<file path="src/sv/pidc_pkg.sv">
package pidc_pkg;

	localparam int DataW = 32;
	localparam int StepW = 31;
	localparam int MulW  = DataW + 1;
	localparam int ProdW = 2 * MulW;
	localparam int WideW = DataW + 2;
	localparam int DivW  = 2 * DataW;
	localparam int CfgIdxW = 3;

	localparam logic signed [DataW-1:0] SatMax = {1'b0, {(DataW-1){1'b1}}};
	localparam logic signed [DataW-1:0] SatMin = {1'b1, {(DataW-1){1'b0}}};

	localparam logic [StepW-1:0]        RstStepTime = StepW'(655);
	localparam logic signed [DataW-1:0] RstOutMin   = SatMin;
	localparam logic signed [DataW-1:0] RstOutMax   = SatMax;

	// configuration register indexes
	typedef enum logic [CfgIdxW-1:0] {
		REG_GAIN_P    = 3'd0,
		REG_GAIN_I    = 3'd1,
		REG_GAIN_D    = 3'd2,
		REG_STEP_TIME = 3'd3,
		REG_OUT_MIN   = 3'd4,
		REG_OUT_MAX   = 3'd5
	} reg_idx_t;

	// handshake between sequencer and divider
	typedef struct packed {
		logic start;
	} div_ctl_t;

	typedef struct packed {
		logic done;
	} div_sts_t;

	// saturate a wide signed value to 32 bits
	function automatic logic signed [DataW-1:0] sat_wide(input logic signed [WideW-1:0] v);
		logic [WideW-DataW:0] top;
		top = v[WideW-1:DataW-1];
		if (&top || ~|top) begin
			return v[DataW-1:0];
		end
		return v[WideW-1] ? SatMin : SatMax;
	endfunction

	// floor a product by 2^16, then saturate to 32 bits
	function automatic logic signed [DataW-1:0] sat_q16(input logic signed [ProdW-1:0] p);
		logic signed [ProdW-1:0] sh;
		logic [ProdW-DataW:0]    top;
		sh  = p >>> 16;
		top = sh[ProdW-1:DataW-1];
		if (&top || ~|top) begin
			return sh[DataW-1:0];
		end
		return sh[ProdW-1] ? SatMin : SatMax;
	endfunction

endpackage

</file>
<file path="src/sv/pidc_mul.sv">
module pidc_mul (
	input  logic                                clk,
	input  logic signed [pidc_pkg::MulW-1:0]    a,
	input  logic signed [pidc_pkg::MulW-1:0]    b,
	output logic signed [pidc_pkg::ProdW-1:0]   prod
);

	logic signed [pidc_pkg::ProdW-1:0] prod_q;

	// register every product; the sequencer picks it up in the following cycle
	always_ff @(posedge clk) begin
		prod_q <= a * b;
	end

	assign prod = prod_q;

endmodule

</file>
<file path="src/sv/pidc_div.sv">
module pidc_div (
	input  logic                                clk,
	input  logic                                arst_n,
	input  pidc_pkg::div_ctl_t                  ctl,
	input  logic signed [pidc_pkg::DivW-1:0]    dividend,
	input  logic [pidc_pkg::StepW-1:0]          divisor,
	output pidc_pkg::div_sts_t                  sts,
	output logic signed [pidc_pkg::DataW-1:0]   quotient
);

	localparam int DW = pidc_pkg::DataW;
	localparam int SW = pidc_pkg::StepW;
	localparam int NW = pidc_pkg::DivW;
	localparam int CntW = $clog2(DW);

	logic                busy_q;
	logic                done_q;
	logic [CntW-1:0]     cnt_q;
	logic [SW-1:0]       rem_q;
	logic [DW-1:0]       acc_q;
	logic [SW-1:0]       dsr_q;
	logic                neg_q;
	logic                ovf_q;
	logic signed [DW-1:0] quot_q;

	logic [NW-1:0] mag;
	logic [SW:0]   trial;
	logic [SW:0]   trial_sub;
	logic          ge;
	logic [DW-1:0] acc_next;
	logic [DW-1:0] q_neg;

	// magnitude of the dividend; one restoring step per cycle
	always_comb begin
		mag       = dividend[NW-1] ? NW'(-dividend) : NW'(dividend);
		trial     = {rem_q, acc_q[DW-1]};
		trial_sub = trial - {1'b0, dsr_q};
		ge        = trial >= {1'b0, dsr_q};
		acc_next  = {acc_q[DW-2:0], ge};
		q_neg     = DW'(-acc_next);
	end

	always_ff @(posedge clk or negedge arst_n) begin
		if (!arst_n) begin
			busy_q <= 1'b0;
			done_q <= 1'b0;
			cnt_q  <= '0;
		end else begin
			done_q <= 1'b0;
			if (ctl.start) begin
				busy_q <= 1'b1;
				cnt_q  <= CntW'(DW - 1);
			end else if (busy_q) begin
				cnt_q <= cnt_q - 1'b1;
				if (cnt_q == '0) begin
					busy_q <= 1'b0;
					done_q <= 1'b1;
				end
			end
		end
	end

	// datapath: load, iterate, then sign and saturate the quotient
	always_ff @(posedge clk) begin
		if (ctl.start) begin
			dsr_q <= divisor;
			neg_q <= dividend[NW-1];
			ovf_q <= mag[NW-2:DW] >= divisor;
			rem_q <= mag[NW-2:DW];
			acc_q <= mag[DW-1:0];
		end else if (busy_q) begin
			rem_q <= ge ? trial_sub[SW-1:0] : trial[SW-1:0];
			acc_q <= acc_next;
			if (cnt_q == '0) begin
				if (ovf_q) begin
					quot_q <= neg_q ? pidc_pkg::SatMin : pidc_pkg::SatMax;
				end else if (neg_q) begin
					quot_q <= (acc_next > DW'(pidc_pkg::SatMin)) ? pidc_pkg::SatMin
						: q_neg;
				end else begin
					quot_q <= acc_next[DW-1] ? pidc_pkg::SatMax : acc_next;
				end
			end
		end
	end

	assign sts.done = done_q;
	assign quotient = quot_q;

endmodule

</file>
<file path="src/sv/pid_controller_antiwindup.sv">
// PID controller with integral anti-windup, signed Q16.16 throughout. A clear
// word (cmd 1) resets the integral, the stored error and the first-step flag
// and gives no result. An update word (cmd 0) gives one result; four products
// go one after another through a single shared 33x33 multiplier, and the
// derivative quotient comes from a serial divider that retires one quotient
// bit per cycle. in_stall stays high from an accepted update word until its
// result is in the output register; a result waiting there holds off only
// the final step of the next update. Configuration writes are always taken
// (cfg_ready is high) and must be made while no update is in flight.
module pid_controller_antiwindup (
	input  logic                                 clk,
	input  logic                                 arst_n,
	input  logic                                 in_valid,
	output logic                                 in_stall,
	input  logic                                 cmd,
	input  logic signed [pidc_pkg::DataW-1:0]    target,
	input  logic signed [pidc_pkg::DataW-1:0]    measured,
	output logic                                 out_valid,
	input  logic                                 out_stall,
	output logic signed [pidc_pkg::DataW-1:0]    drive,
	output logic                                 limited,
	input  logic                                 cfg_valid,
	output logic                                 cfg_ready,
	input  logic [pidc_pkg::CfgIdxW-1:0]         cfg_index,
	input  logic [pidc_pkg::DataW-1:0]           cfg_data
);

	localparam int DW = pidc_pkg::DataW;
	localparam int SW = pidc_pkg::StepW;
	localparam int MW = pidc_pkg::MulW;
	localparam int PW = pidc_pkg::ProdW;
	localparam int WW = pidc_pkg::WideW;

	typedef enum logic [2:0] {
		S_IDLE,
		S_MP,
		S_MI,
		S_MD,
		S_MT,
		S_ACC,
		S_DIV,
		S_SUM
	} state_t;

	state_t state_q;

	logic signed [DW-1:0] gain_p_q, gain_i_q, gain_d_q, out_min_q, out_max_q;
	logic [SW-1:0]        step_time_q;

	logic signed [DW-1:0] integ_q, last_err_q;
	logic                 first_q;

	logic signed [DW-1:0] err_q, diff_q, p_q, t_q, d_q;

	logic                 out_valid_q;
	logic signed [DW-1:0] drive_q;
	logic                 limited_q;

	logic signed [MW-1:0] mul_a, mul_b;
	logic signed [PW-1:0] prod;

	pidc_pkg::div_ctl_t   div_ctl;
	pidc_pkg::div_sts_t   div_sts;
	logic signed [DW-1:0] div_quot;

	logic [SW-1:0]        dt;
	logic                 in_take;
	logic                 out_free;

	logic signed [DW:0]   err_raw;
	logic signed [DW:0]   diff_raw;
	logic signed [DW-1:0] inc_sat;
	logic signed [DW:0]   acc_raw;
	logic signed [WW-1:0] sum;
	logic signed [WW-1:0] hi_room, lo_room;
	logic signed [DW-1:0] hi_sat, lo_sat;
	logic                 over_hi, under_lo;

	assign dt       = (step_time_q == '0) ? SW'(1) : step_time_q;
	assign in_take  = in_valid && !in_stall;
	assign out_free = !out_valid_q || !out_stall;

	// operand select for the shared multiplier
	always_comb begin
		case (state_q)
			S_MI: begin
				mul_a = MW'(gain_i_q);
				mul_b = MW'(err_q);
			end
			S_MD: begin
				mul_a = MW'(gain_d_q);
				mul_b = MW'(diff_q);
			end
			S_MT: begin
				mul_a = MW'(t_q);
				mul_b = $signed({1'b0, {(MW-SW-1){1'b0}}, dt});
			end
			default: begin
				mul_a = MW'(gain_p_q);
				mul_b = MW'(err_q);
			end
		endcase
	end

	pidc_mul u_mul (
		.clk  (clk),
		.a    (mul_a),
		.b    (mul_b),
		.prod (prod)
	);

	assign div_ctl.start = (state_q == S_MT);

	pidc_div u_div (
		.clk      (clk),
		.arst_n   (arst_n),
		.ctl      (div_ctl),
		.dividend (prod[pidc_pkg::DivW-1:0]),
		.divisor  (dt),
		.sts      (div_sts),
		.quotient (div_quot)
	);

	// adders around the sequencer
	always_comb begin
		err_raw  = {target[DW-1], target} - {measured[DW-1], measured};
		diff_raw = {err_q[DW-1], err_q} - {last_err_q[DW-1], last_err_q};
		inc_sat  = pidc_pkg::sat_q16(prod);
		acc_raw  = {integ_q[DW-1], integ_q} + {inc_sat[DW-1], inc_sat};
		sum      = WW'(p_q) + WW'(integ_q) + WW'(d_q);
		hi_room  = WW'(out_max_q) - WW'(p_q) - WW'(d_q);
		lo_room  = WW'(out_min_q) - WW'(p_q) - WW'(d_q);
		hi_sat   = pidc_pkg::sat_wide(hi_room);
		lo_sat   = pidc_pkg::sat_wide(lo_room);
		over_hi  = sum > WW'(out_max_q);
		under_lo = sum < WW'(out_min_q);
	end

	// configuration registers
	always_ff @(posedge clk or negedge arst_n) begin
		if (!arst_n) begin
			gain_p_q    <= '0;
			gain_i_q    <= '0;
			gain_d_q    <= '0;
			step_time_q <= pidc_pkg::RstStepTime;
			out_min_q   <= pidc_pkg::RstOutMin;
			out_max_q   <= pidc_pkg::RstOutMax;
		end else if (cfg_valid && cfg_ready) begin
			case (cfg_index)
				pidc_pkg::REG_GAIN_P:    gain_p_q    <= cfg_data;
				pidc_pkg::REG_GAIN_I:    gain_i_q    <= cfg_data;
				pidc_pkg::REG_GAIN_D:    gain_d_q    <= cfg_data;
				pidc_pkg::REG_STEP_TIME: step_time_q <= cfg_data[SW-1:0];
				pidc_pkg::REG_OUT_MIN:   out_min_q   <= cfg_data;
				pidc_pkg::REG_OUT_MAX:   out_max_q   <= cfg_data;
				default: ;
			endcase
		end
	end

	// sequencer, controller state and output word
	always_ff @(posedge clk or negedge arst_n) begin
		if (!arst_n) begin
			state_q     <= S_IDLE;
			integ_q     <= '0;
			last_err_q  <= '0;
			first_q     <= 1'b1;
			out_valid_q <= 1'b0;
		end else begin
			if (out_valid_q && !out_stall && state_q != S_SUM) begin
				out_valid_q <= 1'b0;
			end
			case (state_q)
				S_IDLE: begin
					if (in_take) begin
						if (cmd) begin
							integ_q    <= '0;
							last_err_q <= '0;
							first_q    <= 1'b1;
						end else begin
							err_q   <= pidc_pkg::sat_wide(WW'(err_raw));
							state_q <= S_MP;
						end
					end
				end
				S_MP: begin
					diff_q  <= pidc_pkg::sat_wide(WW'(diff_raw));
					state_q <= S_MI;
				end
				S_MI: begin
					p_q     <= pidc_pkg::sat_q16(prod);
					state_q <= S_MD;
				end
				S_MD: begin
					t_q     <= pidc_pkg::sat_q16(prod);
					state_q <= S_MT;
				end
				S_MT: begin
					state_q <= S_ACC;
				end
				S_ACC: begin
					integ_q <= pidc_pkg::sat_wide(WW'(acc_raw));
					state_q <= S_DIV;
				end
				S_DIV: begin
					if (div_sts.done) begin
						d_q     <= first_q ? '0 : div_quot;
						state_q <= S_SUM;
					end
				end
				S_SUM: begin
					if (out_free) begin
						out_valid_q <= 1'b1;
						limited_q   <= over_hi || under_lo;
						if (over_hi) begin
							drive_q <= out_max_q;
						end else if (under_lo) begin
							drive_q <= out_min_q;
						end else begin
							drive_q <= sum[DW-1:0];
						end
						// back-calculate the integral, keep it on its own side of zero
						if (over_hi && integ_q > 0) begin
							integ_q <= hi_sat[DW-1] ? '0 : hi_sat;
						end else if (under_lo && integ_q < 0) begin
							integ_q <= (lo_sat > 0) ? '0 : lo_sat;
						end
						last_err_q <= err_q;
						first_q    <= 1'b0;
						state_q    <= S_IDLE;
					end
				end
				default: state_q <= S_IDLE;
			endcase
		end
	end

	assign in_stall  = (state_q != S_IDLE);
	assign cfg_ready = 1'b1;
	assign out_valid = out_valid_q;
	assign drive     = drive_q;
	assign limited   = limited_q;

endmodule

</file>
<file path="config.mk">
export PLATFORM = sky130hd
export DESIGN_NAME = pid_controller_antiwindup
export DESIGN_NICKNAME = d
export VERILOG_FILES = /design/src/sv/pidc_pkg.sv /design/src/sv/pidc_mul.sv /design/src/sv/pidc_div.sv /design/src/sv/pid_controller_antiwindup.sv
export SDC_FILE = /design/constraint.sdc
export NUM_CORES = 2
export LEC_CHECK = 0
export ABC_CLOCK_PERIOD_IN_PS = 14320
export BUFFER_PORTS_ARGS = -buffer_cell sky130_fd_sc_hd__buf_4
export CELL_PAD_IN_SITES_DETAIL_PLACEMENT = 2
export CELL_PAD_IN_SITES_GLOBAL_PLACEMENT = 2
export CORE_MARGIN = 2
export CORE_UTILIZATION = 46
export DETAILED_ROUTE_END_ITERATION = 8
export GPL_TIMING_DRIVEN = 0
export PLACE_DENSITY = 0.95
export SLEW_MARGIN = 40
export SYNTH_ARGS = -nofsm -noshare
export SYNTH_HDL_FRONTEND = slang
export SYNTH_SLANG_ARGS = --single-unit
export TNS_END_PERCENT = 50
</file>
<file path="constraint.sdc">
create_clock -name clk -period 14.32 [get_ports clk]
set_clock_uncertainty 0.15 [all_clocks]
set_input_delay 2.148 -clock clk [delete_from_list [all_inputs] [get_ports clk]]
set_output_delay 2.148 -clock clk [all_outputs]
set_load 0.1 [all_outputs]
</file>
==> results of run 1 <==
[synth_stat cells, types with 76 or more instances]
cell type	number	area (um2)
a21o_1	160	1200
a21oi_1	422	2110
clkbuf_1	358	1340
dfrtp_1	228	5710
edfxtp_1	321	9640
fa_1	1224	24500
ha_1	542	6780
inv_1	1493	5600
mux2_2	160	1800
nand2_1	773	2900
nand3_1	77	385
nor2_1	962	3610
nor2b_1	76	475
nor3_1	84	420
o21ai_0	316	1580
xnor2_1	185	1620
xor2_1	121	1060
[kinds of logic after synthesis]
| family | after synthesis | share of synthesized area |
|---|---|---|
| AOI/OAI and AO/OA | 1507 | 0.121 |
| xor gates and xnor gates | 306 | 0.0330 |
| adders and majority gates | 1782 | 0.387 |
| buffers and inverters | 1882 | 0.0871 |
| DFF | 654 | 0.218 |
| muxes | 205 | 0.0277 |
| other | 1 | 0.0000461 |
| and+or+nand+nor | 2350 | 0.127 |
[through the flow]
stage / setup WS (ps) / instance area [um2]
floorplan: 4930 / 81300
global placement: 112 / 85300
detailed placement: 1020 / 86600
CTS: 538 / 89500
[per-layer routing]
layer	global-route usage	GRT overflow
met5	0.286	5
met4	0.724	260
met3	0.539	14
met2	0.891	351
met1	0.682	8
==> metrics.txt, run 1 <==
status stopped before the end; last step reached global routing; error msg [ERROR GRT-0116] Global routing finished with congestion. Check the congestion regions in the DRC Viewer.; CTS Buf Count 84; Detail Placement HPWL 377 mm; Seq/Total Area, Yosys 0.218; post-CTS setup buffers 0; placed instance count 11200; die height 424 um; # resized after CTS 0; Total GRT Usage 0.704; Initial Utilization 0.462; # clock sinks 654; # IOs 141; Syn Std Cell Area 81300 um2; die width 424 um; Port Buf Inserts 138; first-pass GRT wire length 912 mm; Post-synth EDFFs 321; number of global-route vias before repair 106000; Synth Net Count 10600; clock buffer depth 3; total grt overflow 638; Max H-tree Level 3; Post-synth ARST share 0.408; Synth Area per Inst 9.36 um2; pin count of the biggest net entering global routing 69; CTS Hold Buffers Added 0; # rows 154; Synth Instances 8687; Yosys cell types 99; Ys Warns 0; RePlAce Congestion 1.05; flops & latches, synth 654; dominant synthesized flop cell edfxtp_1; Root Buffer clkbuf_16
==> run 2: changes to the inputs <==
--- a/config.mk
+++ b/config.mk
@@ -7,13 +7,11 @@
 export LEC_CHECK = 0
 export ABC_CLOCK_PERIOD_IN_PS = 14320
 export BUFFER_PORTS_ARGS = -buffer_cell sky130_fd_sc_hd__buf_4
-export CELL_PAD_IN_SITES_DETAIL_PLACEMENT = 2
-export CELL_PAD_IN_SITES_GLOBAL_PLACEMENT = 2
 export CORE_MARGIN = 2
-export CORE_UTILIZATION = 46
+export CORE_UTILIZATION = 40
 export DETAILED_ROUTE_END_ITERATION = 8
 export GPL_TIMING_DRIVEN = 0
-export PLACE_DENSITY = 0.95
+export PLACE_DENSITY_LB_ADDON = 0.15
 export SLEW_MARGIN = 40
 export SYNTH_ARGS = -nofsm -noshare
 export SYNTH_HDL_FRONTEND = slang
==> metrics.txt, run 2 <==
crit end category flop; Ys Warns 0 (unchanged); number of global-route vias before repair 68300; Post-DP Area 87000 um2 (+0.44%); Synth Area per Inst 9.36 um2 (unchanged); Finished Cell Area 90000 um2; # clock sinks 654 (unchanged); Yosys top cell area share 0.301 (unchanged); Fmax 77.4 MHz; Synth Net Count 10600 (unchanged); Clk pin slew, worst setup/hold paths 60 ps; CP max stage cell clkbuf_2; worst hold path class flop to flop; max-cap viol count 0; commonest non-fill, non-tap cell in the layout inv_1; Vias 66100; DRT Pass-1 Iters 6; Seq/Total Area, Yosys 0.218 (unchanged); Port Buf Inserts 138 (unchanged); CTS Buf Count 83 (-1.2%); first-pass GRT wire length 503 mm; pin count of the biggest net entering global routing 72; RSZ-0062 raised after global routing false; Worst Tran Pin Value 968 ps; most common cell in the netlist inv_1; core region area 202000 um2; Post-synth EDFFs 321 (unchanged); Yosys cell types 99 (unchanged); # IOs 141 (unchanged); Critical path origin state_q[2]; Synth area leader fa_1; CTS tree built; Synth Instances 8687 (unchanged); reg2reg setup slack 1400 ps; Reg2Reg Depth 36; Detail Placement HPWL 300 mm (-20%); CP Launch Type flop; placed instance count 11500 (+3.0%); antenna-violating nets left 0; DR vias/cell 5.63; Tcrit/Tclk final 0.902; Tmin final 12920 ps; Syn Std Cell Area 81300 um2 (unchanged); clock buffer depth 3 (unchanged); die height 455 um (+7.2%); Nets 10800; Synth area leaders fa_1 (30%), edfxtp_1 (12%), ha_1 (8.3%); Sum Neg Setup Slack 0 ps; fin. max-slew vios 0; CTS Hold Buffers Added 0 (unchanged); Hold Fails Final Rpt 0; die area 207000 um2; # rows 165 (+7.1%); crit path DAT 13340 ps; r2r endpoint u_mul.prod[55]; DRC Markers 0; Critical Path RT 14740 ps; post-CTS setup buffers 0 (unchanged); Root Buffer clkbuf_16; final instance count without filler cells 11700; Total GRT Usage 0.346; Cells on Worst Hold Path 0; RePlAce Congestion 1.00 (-4.9%); CP max stage delay 630 ps; antenna violations before repair 21; total grt overflow 0; routed wire length 357 mm; final setup fails 0; Max H-tree Level 3 (unchanged); Avg WL per Cell 30.4 um; critical path fanouts, max 10; CP endpoint u_mul.prod[55]; layout cells sized above 1 0.0871; Post-synth ARST share 0.408 (unchanged); number of flip-flops in the largest register 66; critical path class flop to flop; dominant synthesized flop cell edfxtp_1; reg2reg start state_q[2]; Initial Utilization 0.402 (-0.0599); die width 455 um (+7.2%); 1st-iter DRT viols 5833; flops & latches, synth 654 (unchanged); Commonest cells post-synth inv_1 (1493), fa_1 (1224), nor2_1 (962); most frequent cells in the layout inv_1 (1491), fa_1 (1223), nor2_1 (958); status finished clean; # resized after CTS 0 (unchanged); worst-skew pair later-pin latency 740 ps; Max-slew headroom 0.355; synth-to-layout area growth 10.7%; CP most frequent cell fa_1
==> run 2: worst min-delay path by stage <==
stage | from | end | slack, ps
final | u_mul.prod[63] | u_div.neg_q | 300
after global routing | u_mul.prod[63] | u_div.neg_q | 310
after CTS | u_mul.prod[63] | u_div.neg_q | 300
after detailed placement | u_mul.prod[63] | u_div.neg_q | 280
after global placement | u_mul.prod[63] | u_div.neg_q | 270
after floorplan | u_mul.prod[63] | u_div.neg_q | 260
==> run 2: final cells by class <==
cell class | count | area, um2
inverter | 1495 | 5610
fill | 19800 | 112000
antenna | 21 | 52.6
sequential | 654 | 17700
buffer | 387 | 1610
tap | 2672 | 3340
multi-input combinational | 6151 | 57200
clock buffer | 110 | 2320
clock inverter | 46 | 574
timing repair buffer | 188 | 1620
==> run 2: logic make-up (layout without fill, tap and decap cells) <==
family	Yosys count	after routing	share of synthesized area
AND/OR/NAND/NOR	2350	2350	0.127
buffers and inverters	1882	2226	0.0871
adder cells (fa/ha/maj)	1782	1782	0.387
AO/OA/AOI/OAI	1507	1507	0.121
flip-flops	654	654	0.218
XOR/XNOR	306	306	0.0330
multiplexers	205	205	0.0277
other	1	22	0.0000461
==> run 2: metal layers <==
layer / global-route usage / wire [um]
met1: 0.421 / 138000
met2: 0.562 / 164000
met3: 0.0516 / 22800
met4: 0.253 / 31800
met5: 0 / 0
==> run 2: metrics by stage <==
step / util / hold WS [ps] / worst slack, ps
finish: 0.445 / 295 / 1400
global placement: 0.424 / 273 / -612
CTS: 0.445 / 298 / 1610
floorplan: - / 256 / 4930
global route: 0.445 / 306 / 1150
detailed placement: 0.430 / 283 / 1700
==> run 2: critical path: cells and delay by family, from the launching register on <==
family | cells | cell delay [ps]
fa+ha+maj | 9 | 4280
buf+inv | 11 | 2990
compound gates | 7 | 2840
simple gates | 8 | 1760
xor+xnor | 1 | 340
flops | 1 | 330
Power of run 2 is not shown: default switching activity piles up to over one toggle a cycle in this logic, so the estimate is an artifact.
